`config.mk`:
```
export PLATFORM = sky130hd
export DESIGN_NAME = sliding_window_two_symbol_quota_count_flat
export DESIGN_NICKNAME = d
export VERILOG_FILES = /design/src/hdl/swq_pkg.sv /design/src/hdl/swq_if.sv /design/src/hdl/swq_cfg.sv /design/src/hdl/swq_ring.sv /design/src/hdl/swq_core.sv /design/src/hdl/sliding_window_two_symbol_quota_count.sv /design/src/flat_wrapper.sv
export SDC_FILE = /design/constraint.sdc
export NUM_CORES = 1
export LEC_CHECK = 0
export ABC_CLOCK_PERIOD_IN_PS = 13400
export BUFFER_PORTS_ARGS = -buffer_cell sky130_fd_sc_hd__buf_2
export CORE_MARGIN = 5
export CORE_UTILIZATION = 48
export CTS_BUF_LIST = sky130_fd_sc_hd__clkbuf_8
export DETAILED_ROUTE_END_ITERATION = 10
export SYNTH_ARGS = -nofsm -noshare
export SYNTH_HDL_FRONTEND = slang
export SYNTH_SLANG_ARGS = --single-unit
```
`constraint.sdc`:
```
create_clock -name clk -period 13.4 [get_ports clk]
set_clock_uncertainty 0.15 [all_clocks]
set_input_delay 1.34 -clock clk [delete_from_list [all_inputs] [get_ports clk]]
set_output_delay 1.34 -clock clk [all_outputs]
set_load 0.02 [all_outputs]
```
`src/hdl/swq_pkg.sv`:
```
`timescale 1ns / 1ps

package swq_pkg;

	// Fixed field widths of the register file and result
	localparam int REG_IDX_W = 3;
	localparam int DATA_W    = 9;
	localparam int LEN_REG_W = 9;
	localparam int SYM_REG_W = 3;
	localparam int MIN_W     = 9;
	localparam int TOTAL_W   = 32;

	typedef enum logic [REG_IDX_W-1:0] {
		REG_WINDOW_LEN = 3'd0,
		REG_SYMBOL_A   = 3'd1,
		REG_SYMBOL_B   = 3'd2,
		REG_MIN_A      = 3'd3,
		REG_MIN_B      = 3'd4
	} reg_idx_t;

	typedef struct packed {
		logic [LEN_REG_W-1:0] window_len;
		logic [SYM_REG_W-1:0] symbol_a;
		logic [SYM_REG_W-1:0] symbol_b;
		logic [MIN_W-1:0]     min_a;
		logic [MIN_W-1:0]     min_b;
	} cfg_t;

endpackage

```
`src/hdl/swq_if.sv`:
```
`timescale 1ns / 1ps

interface swq_sym_if #(parameter int SYMBOL_BITS = 3);
	logic                   valid;
	logic                   ready;
	logic [SYMBOL_BITS-1:0] symbol;
	logic                   last;

	modport source(output valid, output symbol, output last, input ready);
	modport sink(input valid, input symbol, input last, output ready);
endinterface

interface swq_res_if;
	logic                          valid;
	logic                          ready;
	logic [swq_pkg::TOTAL_W-1:0]   windows_found;

	modport source(output valid, output windows_found, input ready);
	modport sink(input valid, input windows_found, output ready);
endinterface

```
`src/hdl/swq_cfg.sv`:
```
`timescale 1ns / 1ps

module swq_cfg #(
	parameter int WINDOW_MAX = 256,
	parameter int LEN_W      = 9
) (
	input  logic                         clk,
	input  logic                         arst_n,
	input  logic                         wr_en,
	input  logic [swq_pkg::REG_IDX_W-1:0] wr_index,
	input  logic [swq_pkg::DATA_W-1:0]    wr_data,
	output swq_pkg::cfg_t                cfg,
	output logic [LEN_W-1:0]             len,
	output logic                         clear
);
	import swq_pkg::*;

	cfg_t cfg_q;

	always_ff @(posedge clk or negedge arst_n) begin
		if (!arst_n) begin
			cfg_q.window_len <= LEN_REG_W'(1);
			cfg_q.symbol_a   <= SYM_REG_W'(0);
			cfg_q.symbol_b   <= SYM_REG_W'(1);
			cfg_q.min_a      <= '0;
			cfg_q.min_b      <= '0;
		end else if (wr_en) begin
			case (reg_idx_t'(wr_index))
				REG_WINDOW_LEN: cfg_q.window_len <= wr_data[LEN_REG_W-1:0];
				REG_SYMBOL_A:   cfg_q.symbol_a   <= wr_data[SYM_REG_W-1:0];
				REG_SYMBOL_B:   cfg_q.symbol_b   <= wr_data[SYM_REG_W-1:0];
				REG_MIN_A:      cfg_q.min_a      <= wr_data[MIN_W-1:0];
				REG_MIN_B:      cfg_q.min_b      <= wr_data[MIN_W-1:0];
				default: ;
			endcase
		end
	end

	// Any write to a defined register restarts the sequence
	always_comb begin
		case (reg_idx_t'(wr_index))
			REG_WINDOW_LEN, REG_SYMBOL_A, REG_SYMBOL_B, REG_MIN_A, REG_MIN_B:
				clear = wr_en;
			default:
				clear = 1'b0;
		endcase
	end

	// Effective window: zero reads as one, large values clip to the ring depth
	always_comb begin
		if (cfg_q.window_len == '0) begin
			len = LEN_W'(1);
		end else if (int'(cfg_q.window_len) > WINDOW_MAX) begin
			len = LEN_W'(WINDOW_MAX);
		end else begin
			len = LEN_W'(cfg_q.window_len);
		end
	end

	assign cfg = cfg_q;

endmodule

```
`src/hdl/swq_ring.sv`:
```
`timescale 1ns / 1ps

module swq_ring #(
	parameter int WINDOW_MAX  = 256,
	parameter int SYMBOL_BITS = 3,
	parameter int LEN_W       = 9,
	parameter int SLOT_W      = 8
) (
	input  logic                   clk,
	input  logic                   arst_n,
	input  logic                   accept,
	input  logic                   accept_last,
	input  logic [LEN_W-1:0]       len,
	input  logic                   clear,
	input  logic                   step,
	input  logic [SYMBOL_BITS-1:0] sym_s1,
	output logic [SYMBOL_BITS-1:0] old_sym
);
	import swq_pkg::*;

	logic [SYMBOL_BITS-1:0] mem [0:WINDOW_MAX-1];

	logic [SLOT_W-1:0]      wptr_q;
	logic [SLOT_W-1:0]      slot_s1;
	logic [SYMBOL_BITS-1:0] rd_data_s1;
	logic                   byp_s1;
	logic [SYMBOL_BITS-1:0] byp_sym_s1;

	logic [LEN_W:0]         wptr_ext;
	logic [LEN_W:0]         len_ext;
	logic [LEN_W:0]         addr_sum;
	logic [SLOT_W-1:0]      rd_addr;

	// Slot of the symbol leaving the window when the incoming request is processed
	always_comb begin
		wptr_ext = (LEN_W+1)'(wptr_q);
		len_ext  = (LEN_W+1)'(len);
		if (wptr_ext >= len_ext) begin
			addr_sum = wptr_ext - len_ext;
		end else begin
			addr_sum = wptr_ext + (LEN_W+1)'(WINDOW_MAX) - len_ext;
		end
		rd_addr = addr_sum[SLOT_W-1:0];
	end

	always_ff @(posedge clk or negedge arst_n) begin
		if (!arst_n) begin
			wptr_q <= '0;
		end else if (clear) begin
			wptr_q <= '0;
		end else if (accept) begin
			if (accept_last || wptr_q == SLOT_W'(WINDOW_MAX - 1)) begin
				wptr_q <= '0;
			end else begin
				wptr_q <= wptr_q + SLOT_W'(1);
			end
		end
	end

	always_ff @(posedge clk) begin
		if (step) begin
			mem[slot_s1] <= sym_s1;
		end
		if (accept) begin
			rd_data_s1 <= mem[rd_addr];
			slot_s1    <= wptr_q;
			// A one-deep window reads the slot being written this cycle
			byp_s1     <= step && (slot_s1 == rd_addr);
			byp_sym_s1 <= sym_s1;
		end
	end

	assign old_sym = byp_s1 ? byp_sym_s1 : rd_data_s1;

endmodule

```
`src/hdl/swq_core.sv`:
```
`timescale 1ns / 1ps

module swq_core #(
	parameter int SYMBOL_BITS = 3,
	parameter int LEN_W       = 9
) (
	input  logic                         clk,
	input  logic                         arst_n,
	input  swq_pkg::cfg_t                cfg,
	input  logic [LEN_W-1:0]             len,
	input  logic                         clear,
	input  logic                         step,
	input  logic                         last,
	input  logic [SYMBOL_BITS-1:0]       sym,
	input  logic [SYMBOL_BITS-1:0]       old_sym,
	output logic [swq_pkg::TOTAL_W-1:0]  total
);
	import swq_pkg::*;

	localparam int EXT_W = (SYMBOL_BITS > SYM_REG_W) ? SYMBOL_BITS : SYM_REG_W;
	localparam int CMP_W = (LEN_W > MIN_W) ? LEN_W : MIN_W;
	localparam logic [EXT_W-1:0] SYM_MASK = EXT_W'((1 << SYMBOL_BITS) - 1);

	logic [LEN_W-1:0]   filled_q;
	logic [LEN_W-1:0]   count_a_q;
	logic [LEN_W-1:0]   count_b_q;
	logic [TOTAL_W-1:0] total_q;

	logic [EXT_W-1:0]   code_a;
	logic [EXT_W-1:0]   code_b;
	logic               new_a;
	logic               new_b;
	logic               old_a;
	logic               old_b;
	logic               full_before;
	logic               full_after;
	logic [LEN_W-1:0]   filled_d;
	logic [LEN_W-1:0]   count_a_dec;
	logic [LEN_W-1:0]   count_b_dec;
	logic [LEN_W-1:0]   count_a_d;
	logic [LEN_W-1:0]   count_b_d;
	logic               qualifies;

	// symbol_a takes precedence when both codes are equal
	always_comb begin
		code_a = EXT_W'(cfg.symbol_a) & SYM_MASK;
		code_b = EXT_W'(cfg.symbol_b) & SYM_MASK;
		new_a  = (EXT_W'(sym) == code_a);
		new_b  = !new_a && (EXT_W'(sym) == code_b);
		old_a  = (EXT_W'(old_sym) == code_a);
		old_b  = !old_a && (EXT_W'(old_sym) == code_b);
	end

	always_comb begin
		full_before = (filled_q >= len);
		filled_d    = full_before ? filled_q : filled_q + LEN_W'(1);
		full_after  = (filled_d >= len);

		count_a_dec = (full_before && old_a && count_a_q != '0) ?
			count_a_q - LEN_W'(1) : count_a_q;
		count_b_dec = (full_before && old_b && count_b_q != '0) ?
			count_b_q - LEN_W'(1) : count_b_q;
		count_a_d   = count_a_dec + LEN_W'(new_a);
		count_b_d   = count_b_dec + LEN_W'(new_b);

		qualifies = full_after
			&& (CMP_W'(count_a_d) >= CMP_W'(cfg.min_a))
			&& (CMP_W'(count_b_d) >= CMP_W'(cfg.min_b));

		if (qualifies && total_q != '1) begin
			total = total_q + TOTAL_W'(1);
		end else begin
			total = total_q;
		end
	end

	always_ff @(posedge clk or negedge arst_n) begin
		if (!arst_n) begin
			filled_q  <= '0;
			count_a_q <= '0;
			count_b_q <= '0;
			total_q   <= '0;
		end else if (clear || (step && last)) begin
			filled_q  <= '0;
			count_a_q <= '0;
			count_b_q <= '0;
			total_q   <= '0;
		end else if (step) begin
			filled_q  <= filled_d;
			count_a_q <= count_a_d;
			count_b_q <= count_b_d;
			total_q   <= total;
		end
	end

endmodule

```
`src/hdl/sliding_window_two_symbol_quota_count.sv`:
```
`timescale 1ns / 1ps
// Channel   Dir  Payload                    Note
// symbols   in   symbol, last               one symbol per request
// results   out  windows_found[31:0]        one request per sequence, on last
// wr_*      in   wr_index, wr_data[8:0]     register write, no read-back
//
// One symbol per cycle sustained unless a last symbol waits on a held result.
// A request is registered into stage 1; the leaving symbol is read from the
// ring at acceptance; both counter updates, the window compares and the total
// increment finish in stage 1; a retiring last symbol registers the result.
// Reset clears the pointers, counters, total and valid flags; the ring holds
// garbage until written. A held result stalls only a last symbol in stage 1.

module sliding_window_two_symbol_quota_count #(
	parameter int WINDOW_MAX  = 256,
	parameter int SYMBOL_BITS = 3
) (
	input  logic                          clk,
	input  logic                          arst_n,
	input  logic                          wr_en,
	input  logic [swq_pkg::REG_IDX_W-1:0] wr_index,
	input  logic [swq_pkg::DATA_W-1:0]    wr_data,
	swq_sym_if.sink                       symbols,
	swq_res_if.source                     results
);
	import swq_pkg::*;

	localparam int LEN_W  = $clog2(WINDOW_MAX + 1);
	localparam int SLOT_W = (WINDOW_MAX > 1) ? $clog2(WINDOW_MAX) : 1;

	cfg_t                   cfg;
	logic [LEN_W-1:0]       len;
	logic                   clear;

	logic                   accept;
	logic                   step;
	logic                   valid_s1;
	logic [SYMBOL_BITS-1:0] sym_s1;
	logic                   last_s1;
	logic [SYMBOL_BITS-1:0] old_sym;
	logic [TOTAL_W-1:0]     total;

	logic                   out_valid_q;
	logic [TOTAL_W-1:0]     out_data_q;

	swq_cfg #(
		.WINDOW_MAX (WINDOW_MAX),
		.LEN_W      (LEN_W)
	) u_cfg (
		.clk      (clk),
		.arst_n   (arst_n),
		.wr_en    (wr_en),
		.wr_index (wr_index),
		.wr_data  (wr_data),
		.cfg      (cfg),
		.len      (len),
		.clear    (clear)
	);

	// Stage 1 retires unless it holds a last symbol and the result slot is busy
	assign step   = valid_s1 && (!last_s1 || !out_valid_q || results.ready);
	assign symbols.ready = !valid_s1 || step;
	assign accept = symbols.valid && symbols.ready;

	always_ff @(posedge clk or negedge arst_n) begin
		if (!arst_n) begin
			valid_s1 <= 1'b0;
		end else if (accept) begin
			valid_s1 <= 1'b1;
		end else if (step) begin
			valid_s1 <= 1'b0;
		end
	end

	always_ff @(posedge clk) begin
		if (accept) begin
			sym_s1  <= symbols.symbol;
			last_s1 <= symbols.last;
		end
	end

	swq_ring #(
		.WINDOW_MAX  (WINDOW_MAX),
		.SYMBOL_BITS (SYMBOL_BITS),
		.LEN_W       (LEN_W),
		.SLOT_W      (SLOT_W)
	) u_ring (
		.clk         (clk),
		.arst_n      (arst_n),
		.accept      (accept),
		.accept_last (symbols.last),
		.len         (len),
		.clear       (clear),
		.step        (step),
		.sym_s1      (sym_s1),
		.old_sym     (old_sym)
	);

	swq_core #(
		.SYMBOL_BITS (SYMBOL_BITS),
		.LEN_W       (LEN_W)
	) u_core (
		.clk     (clk),
		.arst_n  (arst_n),
		.cfg     (cfg),
		.len     (len),
		.clear   (clear),
		.step    (step),
		.last    (last_s1),
		.sym     (sym_s1),
		.old_sym (old_sym),
		.total   (total)
	);

	// Result register: parts the output handshake from stage 1
	always_ff @(posedge clk or negedge arst_n) begin
		if (!arst_n) begin
			out_valid_q <= 1'b0;
		end else if (step && last_s1) begin
			out_valid_q <= 1'b1;
		end else if (results.ready) begin
			out_valid_q <= 1'b0;
		end
	end

	always_ff @(posedge clk) begin
		if (step && last_s1) begin
			out_data_q <= total;
		end
	end

	assign results.valid         = out_valid_q;
	assign results.windows_found = out_data_q;

	// A retiring last symbol always lands in the result register
	a_last_lands: assert property (@(posedge clk) disable iff (!arst_n)
		step && last_s1 |=> out_valid_q && (out_data_q == $past(total)))
		else $error("last symbol retired without a result");

	// A pending result never gets overwritten by the next last symbol
	a_no_overwrite: assert property (@(posedge clk) disable iff (!arst_n)
		out_valid_q && !results.ready |-> !(step && last_s1))
		else $error("result overwritten while held");

	// Stage 1 holding a blocked last symbol takes no new request
	a_stall_blocks: assert property (@(posedge clk) disable iff (!arst_n)
		valid_s1 && last_s1 && out_valid_q && !results.ready |-> !symbols.ready)
		else $error("request taken while stage 1 is stalled");

endmodule
```
`src/flat_wrapper.sv`:
```
// flat-port wrapper written by rule: the top's interface ports become plain ports
module sliding_window_two_symbol_quota_count_flat import swq_pkg::*;
#(
	parameter int WINDOW_MAX  = 256,
	parameter int SYMBOL_BITS = 3
)
  (clk, arst_n, wr_en, wr_index, wr_data, symbols_valid, symbols_symbol, symbols_last, symbols_ready, results_valid, results_windows_found, results_ready);
  swq_sym_if #(.SYMBOL_BITS(SYMBOL_BITS)) symbols_i ();
  swq_res_if results_i ();
  input  logic clk;
  input  logic arst_n;
  input  logic wr_en;
  input  logic [swq_pkg::REG_IDX_W-1:0] wr_index;
  input  logic [swq_pkg::DATA_W-1:0] wr_data;
  input wire logic [$bits(symbols_i.valid)-1:0] symbols_valid;
  input wire logic [$bits(symbols_i.symbol)-1:0] symbols_symbol;
  input wire logic [$bits(symbols_i.last)-1:0] symbols_last;
  output wire logic [$bits(symbols_i.ready)-1:0] symbols_ready;
  output wire logic [$bits(results_i.valid)-1:0] results_valid;
  output wire logic [$bits(results_i.windows_found)-1:0] results_windows_found;
  input wire logic [$bits(results_i.ready)-1:0] results_ready;
  assign symbols_i.valid = symbols_valid;
  assign symbols_i.symbol = symbols_symbol;
  assign symbols_i.last = symbols_last;
  assign symbols_ready = symbols_i.ready;
  assign results_valid = results_i.valid;
  assign results_windows_found = results_i.windows_found;
  assign results_i.ready = results_ready;
  sliding_window_two_symbol_quota_count #(.WINDOW_MAX(WINDOW_MAX), .SYMBOL_BITS(SYMBOL_BITS)) u_core (.clk(clk), .arst_n(arst_n), .wr_en(wr_en), .wr_index(wr_index), .wr_data(wr_data), .symbols(symbols_i), .results(results_i));
endmodule
```
==> metrics.yaml <==
status: "finished, final reports clean"
cp_slowest_cell: "or4_1"
layout_commonest_cell: "edfxtp_1"
regToRegStartpoint: "u_core.u_cfg.cfg[28]"
synth_area_per_cell_sq_um: 16.9
ys_warn_count: 0
wirelength_mm: 92.9
die_y_um: 298
p_per_area_nw_per_um2: 165
drt-initial-drc-count: 1852
cts_hold_buf: 0
dr.pass1.iters: 7
clk_path_buf_depth: 3
grt_pass1_vias: 22529
vdd_drop_max_mv: 0.124
num_rows: 105
max_stage_delay_ns: 0.87
grt_pass1_wl_mm: 141
cp_data_required_time_ns: 13.95
cts_resized: 0
cts_setup_buffers: 0
hold_depth: 1
p_leak_nw: 14.8
drc: 0
finalCriticalPeriod_ns: 6.90
dp_hpwl_mm: 53.4
fin_setup_tns_ns: 0
synth_edf_count: 819
crit_type: "flop to flop"
worstRegToRegCells: 25
ys_async_sr_fraction: 0.111
rsz0062_at_grt: "no"
r2r_end: "u_core.u_core.total_q[16]"
crit_family: "simple AND/OR/NAND/NOR gates"
reg2reg_slack_ns: 6.50
worstPathArrival_ns: 7.46
grt_usage: 0.211
post_drt_via_cell_ratio: 5.89
wl_per_cell_um: 25.5
synth_seq_cells: 921
path_buf_inv: 0
ant_nets: 0
syn-cell-area_sq_um: 39700
synthFlopType: "edfxtp_1"
antenna_found_initial: 4
hp-start: "u_core.u_cfg.cfg[11]"
grt_max_degree: 228
ys_seq_area_frac: 0.683
setup_viol: 0
gp_congestion: 0.818
crit_fanout: 17
ios: 55
n_fill_cell: 6532
cts_tree: "done"
period_share: 0.515
num_vias: 21458
timing.fmax_mhz: 145
cts_sinks: 921
grt-ovfl-total: 0
drv_slew: 0
mostFrequentLayoutCells: "edfxtp_1 (819), nor2_1 (298), mux4_2 (252)"
syn_nets: 2431
crit_path_end_kind: "flop"
hold_viol: 0
die_x_um: 298
syn_inst: 2357
max-cap-violations: 0
critical_path_depth: 25
maxSlewHeadroom: 0.207
numPortBuffers: 54
tightest_slew_ns: 1.19
synth.distinct_cells: 80
nets: 2528
worstHoldPathType: "flop to flop"
final_core_util: 0.535
clockRootBuffer: "clkbuf_8"
layout-drive-gt1-share: 0.233
core_area_sq_um: 82100
area_growth_pct: 10.5
clk_latency_ns: 0.81
start_util: 0.484
hold_end: "u_core.u_cfg.cfg[11]"
htree_levels: 4
cp-start-kind: "flop"
dieArea_sq_um: 88600
clkTransAtPathRegs_ns: 0.05
cts_buffers: 150
==> logic make-up after synthesis <==
logic type      synth area share
compound gates            0.0318
xor+xnor                  0.0190
fa+ha+maj                 0.0169
buf+inv                   0.0189
flops                      0.683
mux                        0.153
simple gates              0.0767
==> layer usage <==
metal / global-route usage / vias up / part of all wire
met1: 0.282 / 11069 / 0.41
li1: - / 9476 / -
met3: 0.0435 / 157 / 0.063
met2: 0.348 / 756 / 0.50
met5: 0 / - / 0
met4: 0.0740 / 0 / 0.029
==> where the power goes <==
group / switching, W / internal [W] / total (W)
Combinational: 0.000914 / 0.000842 / 0.00176
Clock: 0.00112 / 0.00117 / 0.00229
Sequential: 0.0000262 / 0.00318 / 0.00320
==> registers in the layout, summed over array words and instances (netlist names) <==
register and flops:
u_core.u_ring.byp_s1 1, u_core.valid_s1 1, u_core.last_s1 1, u_core.u_core.total_q 32, u_core.u_ring.byp_sym_s1 3, u_core.u_cfg.cfg 33, u_core.u_core.count_b_q 9, u_core.results.valid 1
u_core.u_ring.wptr_q 8, u_core.u_core.filled_q 9, u_core.u_ring.mem 768, u_core.u_ring.slot_s1 8, u_core.u_ring.rd_data_s1 3, u_core.results.windows_found 32, u_core.sym_s1 3, u_core.u_core.count_a_q 9
==> area by class of cell <==
cell class	count	area, sq um	area share
clock inverters	113	643	0.0146
repair buffers	78	503	0.0115
multi-input cells	1265	11900	0.272
inverters	38	143	0.00325
clock buffers	159	2190	0.0498
well taps	1070	1340	0.0305
diodes	1	2.50	0.0000570
flip-flops and latches	921	27100	0.618
==> cell usage after synthesis (13+ instances only) <==
| cell | instances | area (sq um) |
|---|---|---|
| and3_1 | 26 | 163 |
| mux4_2 | 252 | 5680 |
| a21oi_1 | 24 | 120 |
| buf_2 | 25 | 125 |
| xnor2_1 | 43 | 377 |
| mux2_2 | 26 | 293 |
| ha_1 | 52 | 651 |
| nor2_1 | 299 | 1120 |
| inv_1 | 37 | 139 |
| or3_1 | 14 | 87.6 |
| nor3_1 | 28 | 140 |
| dfrtp_1 | 100 | 2500 |
| nand2_1 | 134 | 503 |
| edfxtp_1 | 819 | 24600 |
| nand3_1 | 38 | 190 |
| o21ai_0 | 52 | 260 |
| or4_1 | 16 | 120 |
| nor2b_1 | 18 | 113 |
| clkbuf_1 | 91 | 342 |
| nand4_1 | 13 | 81.3 |
| xor2_1 | 43 | 377 |
| and2_1 | 13 | 81.3 |
==> through the flow <==
stage / std cells / total power [W] / setup slack [ns] / hold WS [ns] / cell area (sq um)
final: 3645 / 0.00725 / 6.50 / 0.362 / 43900
after detailed placement: 3372 / 0.00504 / 6.53 / 0.349 / 41100
after global placement: 3372 / 0.00502 / 6.66 / 0.342 / 41100
after global routing: 3645 / 0.00756 / 5.87 / 0.369 / 43900
after CTS: 3644 / 0.00733 / 6.51 / 0.338 / 43900
after floorplan: 2357 / 0.00453 / 5.92 / 0.317 / 39700
==> how the worst max path moves through the flow <==
| stage | startpoint | endpoint | slack [ns] |
|---|---|---|---|
| 6_report | u_core.u_cfg.cfg[28] | u_core.u_core.total_q[16] | 6.50 |
| 5_1_grt | u_core.u_cfg.cfg[28] | u_core.results.windows_found[21] | 5.87 |
| 4_1_cts | u_core.u_cfg.cfg[28] | u_core.u_core.total_q[16] | 6.51 |
| 3_5_place_dp | u_core.u_cfg.cfg[28] | u_core.u_core.total_q[22] | 6.53 |
| 3_3_place_gp | u_core.u_cfg.cfg[31] | u_core.u_core.total_q[22] | 6.66 |
| 2_1_floorplan | u_core.sym_s1[1] | u_core.u_core.total_q[16] | 5.92 |
(Power assumes the default switching activity.)
